**config.mk**
```make
export PLATFORM = sky130hd
export DESIGN_NAME = prime_range_lister_flat
export DESIGN_NICKNAME = d
export VERILOG_FILES = /design/src/rtl/prl_pkg.sv /design/src/rtl/prl_if.sv /design/src/rtl/prl_mod_unit.sv /design/src/rtl/prime_range_lister.sv /design/src/flat_wrapper.sv
export VERILOG_INCLUDE_DIRS = /design/src /design/src/rtl
export SDC_FILE = /design/constraint.sdc
export NUM_CORES = 1
export LEC_CHECK = 0
export ABC_CLOCK_PERIOD_IN_PS = 3500
export BUFFER_PORTS_ARGS = -buffer_cell sky130_fd_sc_hd__buf_2
export CAP_MARGIN = 20
export CORE_MARGIN = 3
export CORE_UTILIZATION = 50
export CTS_BUF_LIST = sky130_fd_sc_hd__clkbuf_4
export CTS_CLUSTER_DIAMETER = 80
export DETAILED_ROUTE_END_ITERATION = 10
export PLACE_DENSITY = 0.73
export SLEW_MARGIN = 5
export SYNTH_ARGS = -nofsm -noshare
export SYNTH_HDL_FRONTEND = slang
export SYNTH_SLANG_ARGS = --single-unit
```
**constraint.sdc**
```tcl
create_clock -name i_clk -period 3.5 [get_ports i_clk]
set_input_delay 0.525 -clock i_clk [delete_from_list [all_inputs] [get_ports i_clk]]
set_output_delay 0.525 -clock i_clk [all_outputs]
set_load 0.05 [all_outputs]
```
**src/rtl/prime_range_lister_macros.svh**
```systemverilog
// Assertion macros shared by the prime range lister RTL.
// Included by the modules that carry concurrent checks; no other dependencies.
`ifndef PRIME_RANGE_LISTER_MACROS_SVH
`define PRIME_RANGE_LISTER_MACROS_SVH

// Same-cycle implication, gated by the active-low reset.
`define PRL_ASSERT_IMP(label, clk, rst_n, ante, cons) \
    label: assert property (@(posedge clk) disable iff (!rst_n) (ante) |-> (cons)) \
        else $error("prl: assertion failed");

// Next-cycle implication, gated by the active-low reset.
`define PRL_ASSERT_NXT(label, clk, rst_n, ante, cons) \
    label: assert property (@(posedge clk) disable iff (!rst_n) (ante) |=> (cons)) \
        else $error("prl: assertion failed");

`endif

```
**src/rtl/prl_pkg.sv**
```systemverilog
// Shared types and constants for the prime range lister.
// No dependencies; imported by the interfaces and all RTL modules.
package prl_pkg;

    localparam int FIELD_BITS  = 16;  // width of the bound and prime fields
    localparam int FIRST_DIV   = 2;   // first trial divisor
    localparam int FIRST_SQ    = 4;   // its square
    localparam int MIN_CAND    = 2;   // lowest candidate ever tested

    // Status returned by the remainder unit
    typedef struct packed {
        logic done;      // one-cycle pulse when the remainder is ready
        logic rem_zero;  // remainder is zero (valid with done)
    } t_mod_status;

endpackage

```
**src/rtl/prl_if.sv**
```systemverilog
// Valid/ready channel interfaces for the prime range lister.
// Depends on prl_pkg for the field width.
interface prl_req_if;
    import prl_pkg::*;

    logic                  valid;
    logic                  ready;
    logic [FIELD_BITS-1:0] range_low;
    logic [FIELD_BITS-1:0] range_high;

    modport source (output valid, range_low, range_high, input ready);
    modport sink   (input valid, range_low, range_high, output ready);
endinterface

interface prl_res_if;
    import prl_pkg::*;

    logic                  valid;
    logic                  ready;
    logic [FIELD_BITS-1:0] prime_value;
    logic                  last_result;
    logic                  range_empty;
    logic                  list_truncated;

    modport source (output valid, prime_value, last_result, range_empty, list_truncated,
                    input ready);
    modport sink   (input valid, prime_value, last_result, range_empty, list_truncated,
                    output ready);
endinterface

```
**src/rtl/prl_mod_unit.sv**
```systemverilog
// Restoring remainder unit: dividend mod divisor, one bit per cycle.
// Depends on prl_pkg (t_mod_status).
module prl_mod_unit #(
    parameter int VALUE_BITS = 16
) (
    input  logic                    i_clk,
    input  logic                    i_rst_n,
    input  logic                    i_start,
    input  logic [VALUE_BITS-1:0]   i_dividend,
    input  logic [VALUE_BITS-1:0]   i_divisor,
    output prl_pkg::t_mod_status    o_status
);
    import prl_pkg::*;

    localparam int CNT_W = $clog2(VALUE_BITS + 1);

    logic                  r_busy;
    logic                  r_done;
    logic [CNT_W-1:0]      r_cnt;
    logic [VALUE_BITS-1:0] r_shift;
    logic [VALUE_BITS-1:0] r_rem;

    logic [VALUE_BITS:0]   rem_sh;
    logic [VALUE_BITS:0]   rem_sub;
    logic                  fits;

    // divisor is held steady by the caller for the whole operation
    always_comb begin
        rem_sh  = {r_rem, r_shift[VALUE_BITS-1]};
        rem_sub = rem_sh - {1'b0, i_divisor};
        fits    = rem_sh >= {1'b0, i_divisor};
    end

    always_ff @(posedge i_clk) begin
        if (!i_rst_n) begin
            r_busy <= 1'b0;
            r_done <= 1'b0;
            r_cnt  <= '0;
        end else begin
            r_done <= 1'b0;
            if (i_start) begin
                r_busy  <= 1'b1;
                r_cnt   <= CNT_W'(VALUE_BITS);
                r_shift <= i_dividend;
                r_rem   <= '0;
            end else if (r_busy) begin
                r_rem   <= fits ? rem_sub[VALUE_BITS-1:0] : rem_sh[VALUE_BITS-1:0];
                r_shift <= {r_shift[VALUE_BITS-2:0], 1'b0};
                r_cnt   <= r_cnt - CNT_W'(1);
                if (r_cnt == CNT_W'(1)) begin
                    r_busy <= 1'b0;
                    r_done <= 1'b1;
                end
            end
        end
    end

    assign o_status.done     = r_done;
    assign o_status.rem_zero = (r_rem == '0);

endmodule

```
**src/rtl/prime_range_lister.sv**
```systemverilog
// Prime range lister: trial-division search, one divisor test at a time.
// For candidate n the trial divisors run from 2 up to floor(sqrt(n)), stopping at
// the first divisor found; each is tested by the bit-serial remainder unit.
// A request steps through all its candidates; one request at a time, i_req.ready
// is high only between requests.
// Synchronous active-low reset returns the sequencer to idle and empties the output.
module prime_range_lister #(
    parameter int VALUE_BITS     = 16,
    parameter int MAX_PRIMES_OUT = 64
) (
    input  logic      i_clk,
    input  logic      i_rst_n,
    prl_req_if.sink   i_req,
    prl_res_if.source o_res
);
    import prl_pkg::*;

    `include "prime_range_lister_macros.svh"

    localparam int CNT_W = $clog2(MAX_PRIMES_OUT + 1);

    typedef enum logic [2:0] {
        S_IDLE,
        S_START,
        S_TEST,
        S_DIV,
        S_FOUND,
        S_NEXT,
        S_FLUSH
    } t_state;

    t_state                r_state;
    logic [VALUE_BITS-1:0] r_cand;
    logic [VALUE_BITS-1:0] r_hi;
    logic [VALUE_BITS-1:0] r_div;
    logic [VALUE_BITS:0]   r_sq;
    logic [VALUE_BITS-1:0] r_pend;
    logic                  r_has_pend;
    logic [CNT_W-1:0]      r_count;
    logic                  r_mod_start;

    logic                  r_out_valid;
    logic [FIELD_BITS-1:0] r_out_value;
    logic                  r_out_last;
    logic                  r_out_empty;
    logic                  r_out_trunc;

    t_mod_status           mod_status;
    logic                  out_free;
    logic [VALUE_BITS-1:0] lo_in;
    logic [VALUE_BITS-1:0] hi_in;
    logic [VALUE_BITS:0]   cand_ext;

    always_comb begin
        out_free = !r_out_valid || o_res.ready;
        lo_in    = VALUE_BITS'(i_req.range_low);
        hi_in    = VALUE_BITS'(i_req.range_high);
        cand_ext = {1'b0, r_cand};
    end

    prl_mod_unit #(
        .VALUE_BITS (VALUE_BITS)
    ) u_mod (
        .i_clk      (i_clk),
        .i_rst_n    (i_rst_n),
        .i_start    (r_mod_start),
        .i_dividend (r_cand),
        .i_divisor  (r_div),
        .o_status   (mod_status)
    );

    always_ff @(posedge i_clk) begin
        if (!i_rst_n) begin
            r_state     <= S_IDLE;
            r_has_pend  <= 1'b0;
            r_count     <= '0;
            r_mod_start <= 1'b0;
            r_out_valid <= 1'b0;
        end else begin
            r_mod_start <= 1'b0;
            if (o_res.ready) begin
                r_out_valid <= 1'b0;
            end
            unique case (r_state)
                S_IDLE: begin
                    if (i_req.valid) begin
                        r_cand     <= (lo_in < VALUE_BITS'(MIN_CAND)) ?
                                      VALUE_BITS'(MIN_CAND) : lo_in;
                        r_hi       <= hi_in;
                        r_has_pend <= 1'b0;
                        r_count    <= '0;
                        r_state    <= S_START;
                    end
                end
                S_START: begin
                    r_div <= VALUE_BITS'(FIRST_DIV);
                    r_sq  <= (VALUE_BITS + 1)'(FIRST_SQ);
                    if (r_cand > r_hi) begin
                        r_state <= S_FLUSH;
                    end else begin
                        r_state <= S_TEST;
                    end
                end
                S_TEST: begin
                    if (r_sq > cand_ext) begin
                        r_state <= S_FOUND;
                    end else begin
                        r_mod_start <= 1'b1;
                        r_state     <= S_DIV;
                    end
                end
                S_DIV: begin
                    if (mod_status.done) begin
                        if (mod_status.rem_zero) begin
                            r_state <= S_NEXT;
                        end else begin
                            // (d+1)^2 = d^2 + 2d + 1
                            r_sq    <= r_sq + {r_div, 1'b1};
                            r_div   <= r_div + VALUE_BITS'(1);
                            r_state <= S_TEST;
                        end
                    end
                end
                S_FOUND: begin
                    // the held prime is not the last one: release it first
                    if (r_has_pend) begin
                        if (out_free) begin
                            r_out_valid <= 1'b1;
                            r_out_value <= FIELD_BITS'(r_pend);
                            r_out_last  <= 1'b0;
                            r_out_empty <= 1'b0;
                            r_out_trunc <= 1'b0;
                            r_has_pend  <= 1'b0;
                        end
                    end else if (r_count == CNT_W'(MAX_PRIMES_OUT - 1)) begin
                        if (out_free) begin
                            r_out_valid <= 1'b1;
                            r_out_value <= FIELD_BITS'(r_cand);
                            r_out_last  <= 1'b1;
                            r_out_empty <= 1'b0;
                            r_out_trunc <= (r_cand != r_hi);
                            r_state     <= S_IDLE;
                        end
                    end else begin
                        r_pend     <= r_cand;
                        r_has_pend <= 1'b1;
                        r_count    <= r_count + CNT_W'(1);
                        r_state    <= S_NEXT;
                    end
                end
                S_NEXT: begin
                    r_div <= VALUE_BITS'(FIRST_DIV);
                    r_sq  <= (VALUE_BITS + 1)'(FIRST_SQ);
                    if (r_cand == r_hi) begin
                        r_state <= S_FLUSH;
                    end else begin
                        r_cand  <= r_cand + VALUE_BITS'(1);
                        r_state <= S_TEST;
                    end
                end
                S_FLUSH: begin
                    if (out_free) begin
                        r_out_valid <= 1'b1;
                        r_out_value <= r_has_pend ? FIELD_BITS'(r_pend) : '0;
                        r_out_last  <= 1'b1;
                        r_out_empty <= !r_has_pend;
                        r_out_trunc <= 1'b0;
                        r_has_pend  <= 1'b0;
                        r_state     <= S_IDLE;
                    end
                end
                default: begin
                    r_state <= S_IDLE;
                end
            endcase
        end
    end

    assign i_req.ready          = (r_state == S_IDLE);
    assign o_res.valid          = r_out_valid;
    assign o_res.prime_value    = r_out_value;
    assign o_res.last_result    = r_out_last;
    assign o_res.range_empty    = r_out_empty;
    assign o_res.list_truncated = r_out_trunc;

    logic sq_in_range;
    logic empty_ok;
    logic count_ok;
    logic flush_done;

    always_comb begin
        sq_in_range = (r_sq <= cand_ext);
        empty_ok    = (r_out_value == '0) && r_out_last && !r_out_trunc;
        count_ok    = (r_count < CNT_W'(MAX_PRIMES_OUT));
        flush_done  = (r_state == S_IDLE) && r_out_valid && r_out_last;
    end

    `PRL_ASSERT_IMP(a_div_only_below_root, i_clk, i_rst_n, r_state == S_DIV, sq_in_range)
    `PRL_ASSERT_IMP(a_empty_result_form, i_clk, i_rst_n, r_out_valid && r_out_empty, empty_ok)
    `PRL_ASSERT_IMP(a_count_bounded, i_clk, i_rst_n, 1'b1, count_ok)
    `PRL_ASSERT_NXT(a_flush_ends_item, i_clk, i_rst_n, r_state == S_FLUSH && out_free, flush_done)

endmodule

```
**src/flat_wrapper.sv**
```systemverilog
// flat-port wrapper written by rule: the top's interface ports become plain ports
module prime_range_lister_flat import prl_pkg::*;
#(
    parameter int VALUE_BITS     = 16,
    parameter int MAX_PRIMES_OUT = 64
)
  (i_clk, i_rst_n, i_req_valid, i_req_range_low, i_req_range_high, i_req_ready, o_res_valid, o_res_prime_value, o_res_last_result, o_res_range_empty, o_res_list_truncated, o_res_ready);
  prl_req_if i_req_i ();
  prl_res_if o_res_i ();
  input  logic i_clk;
  input  logic i_rst_n;
  input wire logic [$bits(i_req_i.valid)-1:0] i_req_valid;
  input wire logic [$bits(i_req_i.range_low)-1:0] i_req_range_low;
  input wire logic [$bits(i_req_i.range_high)-1:0] i_req_range_high;
  output wire logic [$bits(i_req_i.ready)-1:0] i_req_ready;
  output wire logic [$bits(o_res_i.valid)-1:0] o_res_valid;
  output wire logic [$bits(o_res_i.prime_value)-1:0] o_res_prime_value;
  output wire logic [$bits(o_res_i.last_result)-1:0] o_res_last_result;
  output wire logic [$bits(o_res_i.range_empty)-1:0] o_res_range_empty;
  output wire logic [$bits(o_res_i.list_truncated)-1:0] o_res_list_truncated;
  input wire logic [$bits(o_res_i.ready)-1:0] o_res_ready;
  assign i_req_i.valid = i_req_valid;
  assign i_req_i.range_low = i_req_range_low;
  assign i_req_i.range_high = i_req_range_high;
  assign i_req_ready = i_req_i.ready;
  assign o_res_valid = o_res_i.valid;
  assign o_res_prime_value = o_res_i.prime_value;
  assign o_res_last_result = o_res_i.last_result;
  assign o_res_range_empty = o_res_i.range_empty;
  assign o_res_list_truncated = o_res_i.list_truncated;
  assign o_res_i.ready = o_res_ready;
  prime_range_lister #(.VALUE_BITS(VALUE_BITS), .MAX_PRIMES_OUT(MAX_PRIMES_OUT)) u_core (.i_clk(i_clk), .i_rst_n(i_rst_n), .i_req(i_req_i), .o_res(o_res_i));
endmodule
```
==> flow_summary.yaml <==
detailed_routing:
  avgRoutedWirePerCell_um: 17.6
  drtIter0Drc: 478
  drt-total-wl_um: 20100
  avgViaCountPerCell: 5.81
  antenna_left: 0
  num_vias: 6640
  drc_errors: 0
  firstDrtPassIters: 6
logic_synthesis:
  yosys.area_share.xor_xnor: 0.0497
  synth-simple-area-share: 0.148
  synth_top_area_frac: 0.441
  syn_inst: 841
  synth_compound_area_frac: 0.141
  synth_top_cell_by_area: "edfxtp_1"
  synth-adder-area-share: 0.0991
  yosysSeqAreaShare: 0.485
  yosys_warnings: 0
  synth_edf_count: 132
  synth_seq_cells: 152
  synthFlopType: "edfxtp_1"
  netlist_area_um2: 8990
  synth_top_family_by_area: "simple AND/OR/NAND/NOR gates"
  synthMuxAreaShare: 0.0374
  post-synth-top-count-cell: "edfxtp_1"
  avgSynthCellArea_um2: 10.7
  syn_nets: 947
  ys_async_sr_fraction: 0
  synthTopCellsByArea: "edfxtp_1 44%, ha_1 9.5%, dfxtp_1 4.5%"
  yosys.cell_types.count: 70
  synth_common_cells: "132 x edfxtp_1, 68 x ha_1, 66 x nor2_1"
worst_setup_path:
  cp_max_fo: 9
  rr_worst_depth: 8
  start_kind: "register"
  worstPathArrival_ns: 3.38
  r2r_setup_slack_ns: 0.47
  critPathLaunch: "u_core.r_div[4]"
  timing.setup.critical_path_class: "register to register"
  cp-end-kind: "register"
  rr_startpoint: "u_core.r_div[4]"
  r2r_end: "u_core.u_mod.r_rem[0]"
  cp.required_ns: 3.85
grt:
  gr-total-overflow: 0
  grt_pass1_wl_um: 33100
  grt_start_max_net_pins: 34
  grt_pass1_vias: 6581
  antenna_found_initial: 1
  grt_use_total: 0.210
die:
  die_w_um: 140
  fp.dieH_um: 140
  start_util: 0.515
  design.core.area_um2: 17500
  rows: 48
  num_io_pins: 57
  die_area_um2: 19600
timing:
  worst_slack_ns: 0.472
  hold_viol: 0
  min_period_ns: 3.03
  fin_setup_tns_ns: 0
  rsz0062_at_grt: "no"
  skew_ns: 0.0225
  drv_slew: 0
  max_freq_mhz: 330
  min_period_over_period: 0.865
  whs_ns: 0.0896
  worstMarginPinSlew_ns: 0.960
  setup_viol_count_final: 0
  slew_headroom: 0.359
cts:
  clkLatencyLatePin_ns: 0.59
  cts_buffer_depth: 2
  cts_hold_buf: 0
  numCtsBuffers: 17
  htree_num_levels: 4
  cts.repair.resized: 0
  post_cts_buffers: 0
  cts_sinks: 152
  clk_pin_slew_ns: 0.16
  cts_tree: "yes"
  cts-root-buf: "clkbuf_4"
cells_and_area:
  fin_cells: 1142
  area_growth_syn_to_layout_pct: 9.60
  drive_above_1_share: 0.155
  post-route-util: 0.564
  num-nets-final: 1009
  fill_cells: 1475
  stdcell_area_um2: 9860
pwr:
  p_total_mw: 4.33
  p_leak_nw: 3.90
  cellPowerDensity_nw_per_um2: 439
  vdd_drop_max_uv: 310
placed_design:
  dp_cells: 1109
  place_area_um2: 9550
  dp_slack_ns: 0.477
  place_hpwl_um: 14800
  io_buffer_count: 56
  gp_congestion: 0.868
worst_hold_path:
  hp-start: "i_req_range_high[5]"
  min_to: "u_core.r_hi[5]"
  hold_path.class: "input pin to register"
  hold-path-cell-count: 1
job:
  maxCapViolCount: 0
outcome:
  status: "finished, final reports clean"
## registers in the layout, indices dropped and copies added (netlist names)
register / flops
u_core.o_res.list_truncated: 1
u_core.r_has_pend: 1
u_core.u_mod.r_done: 1
u_core.r_pend: 16
u_core.o_res.prime_value: 16
u_core.r_hi: 16
u_core.o_res.valid: 1
u_core.u_mod.r_cnt: 5
u_core.o_res.range_empty: 1
u_core.r_mod_start: 1
u_core.o_res.last_result: 1
u_core.u_mod.r_busy: 1
u_core.r_sq: 17
u_core.u_mod.r_rem: 16
u_core.u_mod.r_shift: 16
u_core.r_div: 16
u_core.r_cand: 16
u_core.r_count: 7
u_core.r_state: 3
## placed cells by master (no fill, tap or decap), types with 4 or more instances in the layout
cell type	netlist	final
edfxtp_1	132	132
ha_1	68	68
nor2_1	66	65
nand2_1	65	65
inv_1	60	60
buf_2	0	56
xnor2_1	42	42
a21oi_1	41	40
o21ai_0	40	40
nand3_1	27	27
nor3_1	23	23
dfxtp_1	20	20
mux2_2	17	17
clkbuf_4	0	17
a22o_1	16	16
nand4_1	15	15
o21a_1	14	14
a211oi_1	14	14
nor4_1	15	13
nor2b_1	10	10
mux2i_1	10	10
xor2_1	9	9
buf_4	0	9
nand2b_1	8	8
or2_2	7	7
a21o_1	7	7
and3_1	6	6
a21boi_0	6	6
or3_1	6	6
inv_6	0	6
o31ai_1	5	5
and4_1	4	4
o211ai_1	4	4
inv_8	0	4
## report_power, final
| group | internal [mW] | total, mW | switching, mW |
|---|---|---|---|
| Combinational | 0.385 | 0.908 | 0.523 |
| Clock | 0.454 | 1.19 | 0.733 |
| Sequential | 2.12 | 2.23 | 0.116 |
## critical path: stages (launching register included)
cell and delay, ns:
edfxtp_1 0.46, inv_1 0.13, ha_1 0.31, a211o_1 0.32, or2_0 0.23, o211a_1 0.26
o31a_4 0.37, a21oi_4 0.35, mux2_2 0.38
## cell type report
cell class | count | area [um2] | area share
Antenna cell | 1 | 2.50 | 0.000254
Clock buffer | 17 | 128 | 0.0129
Clock inverter | 15 | 178 | 0.0180
Inverter | 61 | 229 | 0.0232
Multi-Input combinational cell | 605 | 4310 | 0.437
Sequential cell | 152 | 4360 | 0.443
Tap cell | 225 | 282 | 0.0286
Timing Repair Buffer | 66 | 368 | 0.0373
## logic make-up after synthesis
group	count (synthesis)
AND/OR/NAND/NOR	269
AO/OA/AOI/OAI	185
buffers and inverters	84
XOR/XNOR	51
multiplexers	30
adder cells (fa/ha/maj)	70
flip-flops	152
## per-layer routing
| metal | global-route usage | wire (um) | vias to the layer above |
|---|---|---|---|
| met5 | 0 | 0 | - |
| met4 | 0.0709 | 496 | 0 |
| met3 | 0.0481 | 1020 | 34 |
| met2 | 0.356 | 9870 | 180 |
| met1 | 0.265 | 8760 | 3162 |
| li1 | - | - | 3264 |
## how the worst max path moves through the flow
| stage | to | slack (ns) | depth (start not counted) |
|---|---|---|---|
| final | u_core.u_mod.r_rem[0] | 0.47 | 8 |
| after global routing | u_core.u_mod.r_rem[0] | 0.35 | 8 |
| after CTS | u_core.u_mod.r_rem[0] | 0.46 | 8 |
| after detailed placement | u_core.u_mod.r_rem[0] | 0.48 | 8 |
| after global placement | u_core.u_mod.r_rem[0] | 0.52 | 8 |
| after floorplan | u_core.o_res.prime_value[0] | 0.40 | 5 |
No activity file was read; power rests on OpenSTA's default activity.
